### config.mk
export PLATFORM = sky130hd
export DESIGN_NAME = filtered_pi_speed_controller
export DESIGN_NICKNAME = d
export VERILOG_FILES = /design/src/fpsc_pkg.sv /design/src/filtered_pi_speed_controller.sv /design/src/fpsc_seq.sv /design/src/fpsc_dp.sv
export SDC_FILE = /design/constraint.sdc
export NUM_CORES = 2
export LEC_CHECK = 0
export ABC_AREA = 1
export BUFFER_PORTS_ARGS = -buffer_cell sky130_fd_sc_hd__buf_4
export CAP_MARGIN = 25
export CELL_PAD_IN_SITES_DETAIL_PLACEMENT = 0
export CELL_PAD_IN_SITES_GLOBAL_PLACEMENT = 1
export CORE_UTILIZATION = 35
export DETAILED_ROUTE_END_ITERATION = 6
export PLACE_DENSITY_LB_ADDON = 0.1
export REMOVE_ABC_BUFFERS = 1
export SLEW_MARGIN = 15
export SYNTH_ARGS = -nofsm -noshare
export SYNTH_HDL_FRONTEND = slang
export SYNTH_SLANG_ARGS = --single-unit
### constraint.sdc
create_clock -name clk -period 10.5 [get_ports clk]
set_clock_uncertainty 0.2 [all_clocks]
set_input_delay 1.05 -clock clk [delete_from_list [all_inputs] [get_ports clk]]
set_output_delay 1.05 -clock clk [all_outputs]
set_load 0.02 [all_outputs]
### src/fpsc_pkg.sv
`timescale 1ns / 1ps

package fpsc_pkg;

	localparam int STEP_W = 3;

	// configuration register indexes
	localparam logic [1:0] REG_PROP_GAIN  = 2'd0;
	localparam logic [1:0] REG_INTEG_GAIN = 2'd1;
	localparam logic [1:0] REG_ALPHA      = 2'd2;
	localparam logic [1:0] REG_LIMIT      = 2'd3;

	localparam logic [23:0] PROP_GAIN_RST  = 24'd61440;
	localparam logic [23:0] INTEG_GAIN_RST = 24'd307;
	localparam logic [8:0]  ALPHA_RST      = 9'd77;
	localparam logic [15:0] LIMIT_RST      = 16'd3000;
	localparam logic [8:0]  ALPHA_ONE      = 9'd256;

	localparam logic [31:0] DRIVE_MAX = 32'h7FFF_FFFF;
	localparam logic [31:0] DRIVE_MIN = 32'h8000_0000;

	typedef enum logic [2:0] {
		OP_WAIT_IN  = 3'd0,
		OP_MUL      = 3'd1,
		OP_FILT     = 3'd2,
		OP_INTEG    = 3'd3,
		OP_MUL_LOAD = 3'd4,
		OP_ACC_ADD  = 3'd5,
		OP_EMIT     = 3'd6
	} op_t;

	typedef enum logic [1:0] {
		COND_NONE     = 2'd0,
		COND_NO_INPUT = 2'd1,
		COND_OUT_FULL = 2'd2
	} cond_t;

	typedef enum logic [1:0] {
		A_ALPHA = 2'd0,
		A_KP    = 2'd1,
		A_KI    = 2'd2
	} a_sel_t;

	typedef enum logic [1:0] {
		B_DIFF  = 2'd0,
		B_FILT  = 2'd1,
		B_INTEG = 2'd2
	} b_sel_t;

	typedef struct packed {
		op_t               op;
		cond_t             cond;
		logic [STEP_W-1:0] target;
		logic              mul_en;
		a_sel_t            a_sel;
		b_sel_t            b_sel;
	} ctrl_t;

	typedef struct packed {
		logic in_valid;
		logic out_full;
	} stat_t;

	// microprogram: one control word per step
	function automatic ctrl_t fpsc_rom(input logic [STEP_W-1:0] step);
		ctrl_t w;
		w = '{op: OP_MUL, cond: COND_NONE, target: '0, mul_en: 1'b0,
			a_sel: A_ALPHA, b_sel: B_DIFF};
		case (step)
			3'd0: begin
				w.op = OP_WAIT_IN; w.cond = COND_NO_INPUT; w.target = 3'd0;
			end
			3'd1: begin
				w.op = OP_MUL; w.mul_en = 1'b1; w.a_sel = A_ALPHA; w.b_sel = B_DIFF;
			end
			3'd2: w.op = OP_FILT;
			3'd3: w.op = OP_INTEG;
			3'd4: begin
				w.op = OP_MUL; w.mul_en = 1'b1; w.a_sel = A_KP; w.b_sel = B_FILT;
			end
			3'd5: begin
				w.op = OP_MUL_LOAD; w.mul_en = 1'b1; w.a_sel = A_KI; w.b_sel = B_INTEG;
			end
			3'd6: w.op = OP_ACC_ADD;
			3'd7: begin
				w.op = OP_EMIT; w.cond = COND_OUT_FULL; w.target = 3'd7;
			end
			default: w.op = OP_WAIT_IN;
		endcase
		return w;
	endfunction

endpackage

### src/filtered_pi_speed_controller.sv
`timescale 1ns / 1ps
// An accepted sample runs through the 8-step microprogram, which drives the single
// shared 25x26 multiplier, and is in the output register after the emit step; the
// next sample waits for that step, which holds while the output is stalled.
// Reset (arst_n low, asynchronous): gains, alpha and limit to their defaults,
// filter and integral state to zero, sequencer to its wait step, output empty.
module filtered_pi_speed_controller
	import fpsc_pkg::*;
(
	input  logic        clk,
	input  logic        arst_n,
	input  logic        cfg_wr_en,
	input  logic [1:0]  cfg_index,
	input  logic [23:0] cfg_wr_data,
	input  logic        s_axis_tvalid,
	output logic        s_axis_tready,
	input  logic [31:0] s_axis_tdata,  // measured_speed[15:0], target_speed[31:16]
	output logic        m_axis_tvalid,
	input  logic        m_axis_tready,
	output logic [31:0] m_axis_tdata   // drive_value[31:0]
);

	logic signed [23:0] prop_gain_q, integ_gain_q;
	logic        [8:0]  alpha_q;
	logic        [15:0] limit_q;
	logic               out_valid_q;
	logic        [31:0] drive_q;

	ctrl_t              ctrl;
	stat_t              stat;
	logic               accept;
	logic               emit;
	logic signed [31:0] drive;

	assign s_axis_tready = (ctrl.op == OP_WAIT_IN);
	assign accept        = s_axis_tvalid && s_axis_tready;

	assign stat.in_valid = s_axis_tvalid;
	assign stat.out_full = out_valid_q && !m_axis_tready;

	assign emit = (ctrl.op == OP_EMIT) && !stat.out_full;

	always_ff @(posedge clk or negedge arst_n) begin
		if (!arst_n) begin
			prop_gain_q  <= PROP_GAIN_RST;
			integ_gain_q <= INTEG_GAIN_RST;
			alpha_q      <= ALPHA_RST;
			limit_q      <= LIMIT_RST;
		end else if (cfg_wr_en) begin
			case (cfg_index)
				REG_PROP_GAIN:  prop_gain_q  <= cfg_wr_data;
				REG_INTEG_GAIN: integ_gain_q <= cfg_wr_data;
				REG_ALPHA:      alpha_q      <= cfg_wr_data[8:0];
				REG_LIMIT:      limit_q      <= cfg_wr_data[15:0];
				default: ;
			endcase
		end
	end

	always_ff @(posedge clk or negedge arst_n) begin
		if (!arst_n) begin
			out_valid_q <= 1'b0;
		end else if (emit) begin
			out_valid_q <= 1'b1;
		end else if (m_axis_tready) begin
			out_valid_q <= 1'b0;
		end
	end

	always_ff @(posedge clk) begin
		if (emit) begin
			drive_q <= drive;
		end
	end

	assign m_axis_tvalid = out_valid_q;
	assign m_axis_tdata  = drive_q;

	fpsc_seq u_seq (
		.clk    (clk),
		.arst_n (arst_n),
		.stat   (stat),
		.ctrl   (ctrl)
	);

	fpsc_dp u_dp (
		.clk            (clk),
		.arst_n         (arst_n),
		.ctrl           (ctrl),
		.accept         (accept),
		.measured_speed (s_axis_tdata[15:0]),
		.target_speed   (s_axis_tdata[31:16]),
		.prop_gain      (prop_gain_q),
		.integ_gain     (integ_gain_q),
		.filter_alpha   (alpha_q),
		.integral_limit (limit_q),
		.drive          (drive)
	);

endmodule

### src/fpsc_seq.sv
`timescale 1ns / 1ps

module fpsc_seq
	import fpsc_pkg::*;
(
	input  logic  clk,
	input  logic  arst_n,
	input  stat_t stat,
	output ctrl_t ctrl
);

	logic [STEP_W-1:0] step_q;
	logic              hold;

	assign ctrl = fpsc_rom(step_q);

	always_comb begin
		case (ctrl.cond)
			COND_NO_INPUT: hold = !stat.in_valid;
			COND_OUT_FULL: hold = stat.out_full;
			default:       hold = 1'b0;
		endcase
	end

	always_ff @(posedge clk or negedge arst_n) begin
		if (!arst_n) begin
			step_q <= '0;
		end else if (hold) begin
			step_q <= ctrl.target;
		end else begin
			step_q <= step_q + 1'b1;
		end
	end

endmodule

### src/fpsc_dp.sv
`timescale 1ns / 1ps

module fpsc_dp
	import fpsc_pkg::*;
(
	input  logic               clk,
	input  logic               arst_n,
	input  ctrl_t              ctrl,
	input  logic               accept,
	input  logic signed [15:0] measured_speed,
	input  logic signed [15:0] target_speed,
	input  logic signed [23:0] prop_gain,
	input  logic signed [23:0] integ_gain,
	input  logic        [8:0]  filter_alpha,
	input  logic        [15:0] integral_limit,
	output logic signed [31:0] drive
);

	logic signed [25:0] filt_q, integ_q, diff_q;
	logic signed [50:0] prod_q, acc_q;

	logic signed [16:0] err;
	logic signed [25:0] e8;
	logic        [8:0]  alpha_eff;
	logic signed [24:0] mul_a;
	logic signed [25:0] mul_b;
	logic signed [50:0] prod_c;
	logic signed [26:0] isum, lim8;
	logic signed [25:0] integ_c;

	assign err = {measured_speed[15], measured_speed} - {target_speed[15], target_speed};
	assign e8  = {err[16], err, 8'b0};

	assign alpha_eff = (filter_alpha > ALPHA_ONE) ? ALPHA_ONE : filter_alpha;

	always_comb begin
		case (ctrl.a_sel)
			A_KP:    mul_a = {prop_gain[23], prop_gain};
			A_KI:    mul_a = {integ_gain[23], integ_gain};
			default: mul_a = {16'b0, alpha_eff};
		endcase
		case (ctrl.b_sel)
			B_FILT:  mul_b = filt_q;
			B_INTEG: mul_b = integ_q;
			default: mul_b = diff_q;
		endcase
	end

	// signed 25x26 product, sign-extended to the accumulator width
	assign prod_c = mul_a * mul_b;

	// integral clamp to +/- limit in Q.8
	assign isum = {integ_q[25], integ_q} + {filt_q[25], filt_q};
	assign lim8 = {3'b0, integral_limit, 8'b0};
	always_comb begin
		if (isum > lim8) begin
			integ_c = lim8[25:0];
		end else if (isum < -lim8) begin
			integ_c = 26'(-lim8);
		end else begin
			integ_c = isum[25:0];
		end
	end

	always_ff @(posedge clk or negedge arst_n) begin
		if (!arst_n) begin
			filt_q  <= '0;
			integ_q <= '0;
		end else begin
			case (ctrl.op)
				OP_FILT:  filt_q  <= filt_q + prod_q[33:8];
				OP_INTEG: integ_q <= integ_c;
				default: ;
			endcase
		end
	end

	always_ff @(posedge clk) begin
		if (ctrl.op == OP_WAIT_IN && accept) begin
			diff_q <= e8 - filt_q;
		end
		if (ctrl.mul_en) begin
			prod_q <= prod_c;
		end
		case (ctrl.op)
			OP_MUL_LOAD: acc_q <= prod_q;
			OP_ACC_ADD:  acc_q <= acc_q + prod_q;
			default: ;
		endcase
	end

	// floor(acc / 2^16), saturated to 32 bits
	always_comb begin
		if (acc_q[50:47] == {4{acc_q[47]}}) begin
			drive = acc_q[47:16];
		end else if (acc_q[50]) begin
			drive = DRIVE_MIN;
		end else begin
			drive = DRIVE_MAX;
		end
	end

endmodule
==> flow_summary_export.csv <==
group,metric,value,unit
worst_setup_path,end_kind,"flip-flop",
sta,hold_violations,0,
sta,setup_tns,0,ns
cts,post_cts_resized,0,
sta,period_share,90.4,%
yosys,synth_top_cell_area_share,30.6,%
place,portBuffers,96,
cts,post-cts-setup-buffer-count,0,
cts,cts_root_buffer,"clkbuf_16",
routing,wl,164,mm
routing,avgRoutedWirePerCell,22.3,µm
cts,path_clk_slew,0.07,ns
global_routing,grt_pass1_wl,249,mm
worst_setup_path,cp.arrival,9.59,ns
routing,viasPerCell,5.00,
job,drv_cap,0,
yosys,netlist_instances,5571,
place,place_hpwl,139,mm
worst_hold_path,hold_path.class,"primary input to async pin",
layout,nNetsFinal,6744,
cts,cts_tree,"yes",
layout,syn2layout_area_growth,9.64,%
yosys,synth.area.top_cells,"fa_1, edfxtp_1, nand2_1",
place,place_congestion,0.960,
worst_setup_path,ff2ff_setup_slack,1.01,ns
cts,ctsHtreeMaxLevel,2,
worst_setup_path,r2r_end,"u_dp.prod_q[35]",
routing,drt_iter0_drc,2559,
worst_setup_path,cp.required,10.60,ns
yosys,syn_area,44800,µm²
global_routing,antenna_found_initial,2,
yosys,synth-seq-cells,289,
routing,ant_nets,0,
sta,max_freq,0.105,GHz
routing,vias,36800,
worst_setup_path,critPathMaxStageDelay,0.63,ns
routing,drc,0,
global_routing,grt_pass1_vias,38200,
cts,cts_hold_buf,0,
yosys,yosys_warnings,0,
cts,cts_buffers,34,
status,status,"completed",
layout,drive_above_1_share,6.58,%
sta,slew_viol_final,0,
layout,fill_cells,13400,
global_routing,overflow,0,
yosys,synth_edf_count,160,
worst_setup_path,cp_common_cell,"inv_1",
floorplan,fp.dieW,360,µm
global_routing,grt_usage,25.7,%
sta,fin_crit,9.49,ns
worst_setup_path,cp_max_fo,9,
yosys,ys_types,67,
routing,drt_first_pass_iters,5,
sta,slew_headroom,29.9,%
worst_setup_path,rr_worst_depth,33,
worst_setup_path,r2r_start,"u_seq.step_q[1]",
yosys,synth_largest_area_cell,"fa_1",
cts,cts.sinks,289,
cts,cts_buffer_depth,3,
yosys,postSynth.asyncResetShare,44.6,%
floorplan,initial_utilization,35.5,%
global_routing,grt_max_degree,77,
floorplan,design.portCount,97,
yosys,ys.flop_type,"edfxtp_1",
yosys,ys_seq_area_share,18.0,%
floorplan,dieArea,129000,µm²
cts,clk_latency,0.57,ns
sta,tightestPinTransition,1.04,ns
floorplan,rows,130,
layout,n_antenna_cell,0,
worst_setup_path,start_kind,"flip-flop",
sta,rsz0062_at_grt,"false",
yosys,avgSynthCellArea,8.04,µm²
worst_setup_path,critical_path_class,"flip-flop to flip-flop",
floorplan,core,126000,µm²
sta,setup_violations,0,
worst_setup_path,cp_slowest_cell,"fa_1",
floorplan,fp.dieH,360,µm
## metrics by stage
step	instances	hold slack [ns]	setup WS (ns)	util (%)	instance area, µm²
5_1_grt	7348	0.302	0.544	38.9	49100
3_5_place_dp	7286	0.274	1.09	38.0	47900
3_3_place_gp	7284	0.266	0.985	37.9	47900
6_report	7348	0.274	1.01	38.9	49100
4_1_cts	7347	0.279	1.06	38.9	49100
2_1_floorplan	5421	0.253	1.10	-	44100
## synthesized netlist by cell type (11+ instances only)
cell type  number
nand3b_1       11
buf_2          17
a21oi_1       230
o21ai_1        14
nand2_1      1169
xnor2_1        45
o21bai_1       17
nand3_1       164
edfxtp_1      160
xor2_1        117
ha_1          323
o21ai_0       306
nor2_1        617
clkbuf_1      120
a31oi_1        23
a22o_1         24
nor3_1         34
nand2_2        17
nand4_1        50
dfstp_2        20
a21o_1         34
or2_2          17
dfrtp_1       109
fa_1          685
nor4_1         12
inv_1        1116
o21a_1         11
## cell families (layout without fill, tap and decap cells)
kind of cell | count (synthesis) | after routing | synth area share [%]
xor gates and xnor gates | 162 | 162 | 3.17
and+or+nand+nor | 2120 | 2120 | 19.3
buffers and inverters | 1280 | 1407 | 10.9
DFF | 289 | 289 | 18.0
adders and majority gates | 1008 | 1008 | 39.7
AOI/OAI and AO/OA | 712 | 712 | 8.97
## worst max-delay path by stage
stage                                from              end  slack (ns)  cells past startpoint
after floorplan           u_seq.step_q[1]  u_dp.prod_q[47]        1.10                     26
after global placement    u_seq.step_q[1]  u_dp.prod_q[35]        0.99                     33
after detailed placement  u_seq.step_q[1]  u_dp.prod_q[45]        1.09                     35
final                     u_seq.step_q[1]  u_dp.prod_q[35]        1.01                     33
after CTS                 u_seq.step_q[1]  u_dp.prod_q[45]        1.06                     35
after global routing      u_seq.step_q[0]  u_dp.prod_q[45]        0.54                     35
## cell usage in the layout (no fill, tap or decap), drive strengths merged, types with 12 or more instances in the layout
cell type  count
nor4          12
nand2       1193
buf          216
ha           323
nand4         50
a21o          34
nor3          37
nor2         621
inv         1126
fa           685
or2           19
xnor2         45
nand3        165
clkbuf        45
a22o          24
a21oi        232
o21ai        328
dfstp         20
dfrtp        109
edfxtp       160
a31oi         23
o21bai        18
xor2         117
clkinv        14
## registers in the layout (all words and copies together) (netlist names), 9 cells and up
name / count
u_dp.prod_q: 51
u_dp.diff_q: 26
m_axis_tdata: 32
prop_gain_q: 24
integ_gain_q: 24
u_dp.acc_q: 51
limit_q: 16
alpha_q: 9
u_dp.integ_q: 26
u_dp.filt_q: 26
## per-layer routing
metal | track usage, % | vias to the layer above | routed length [µm]
met3 | 2.47 | 173 | 7010
met5 | 0 | - | 0
li1 | - | 17400 | -
met1 | 35.8 | 18300 | 75300
met2 | 43.0 | 839 | 77400
met4 | 5.86 | 0 | 4330
## critical path, delay by kind of cell, from the launching register on
| family | cells | cell delay [ns] |
|---|---|---|
| AOI/OAI and AO/OA | 7 | 1.62 |
| buffers and inverters | 11 | 1.39 |
| adders and majority gates | 10 | 4.73 |
| xor gates and xnor gates | 1 | 0.41 |
| and+or+nand+nor | 4 | 0.45 |
| DFF | 1 | 0.39 |
## layout make-up
type	count	area (µm²)	area share (%)
sequential	289	8060	16.4
clock inverter	16	220	0.449
clock buffer	45	943	1.92
inverter	1130	4240	8.64
multi-input combinational	4002	31900	65.0
timing repair buffer	216	1670	3.40
tap	1650	2060	4.21
Power is not shown: default switching activity piles up to over one toggle a cycle in this logic, so the estimate is an artifact.
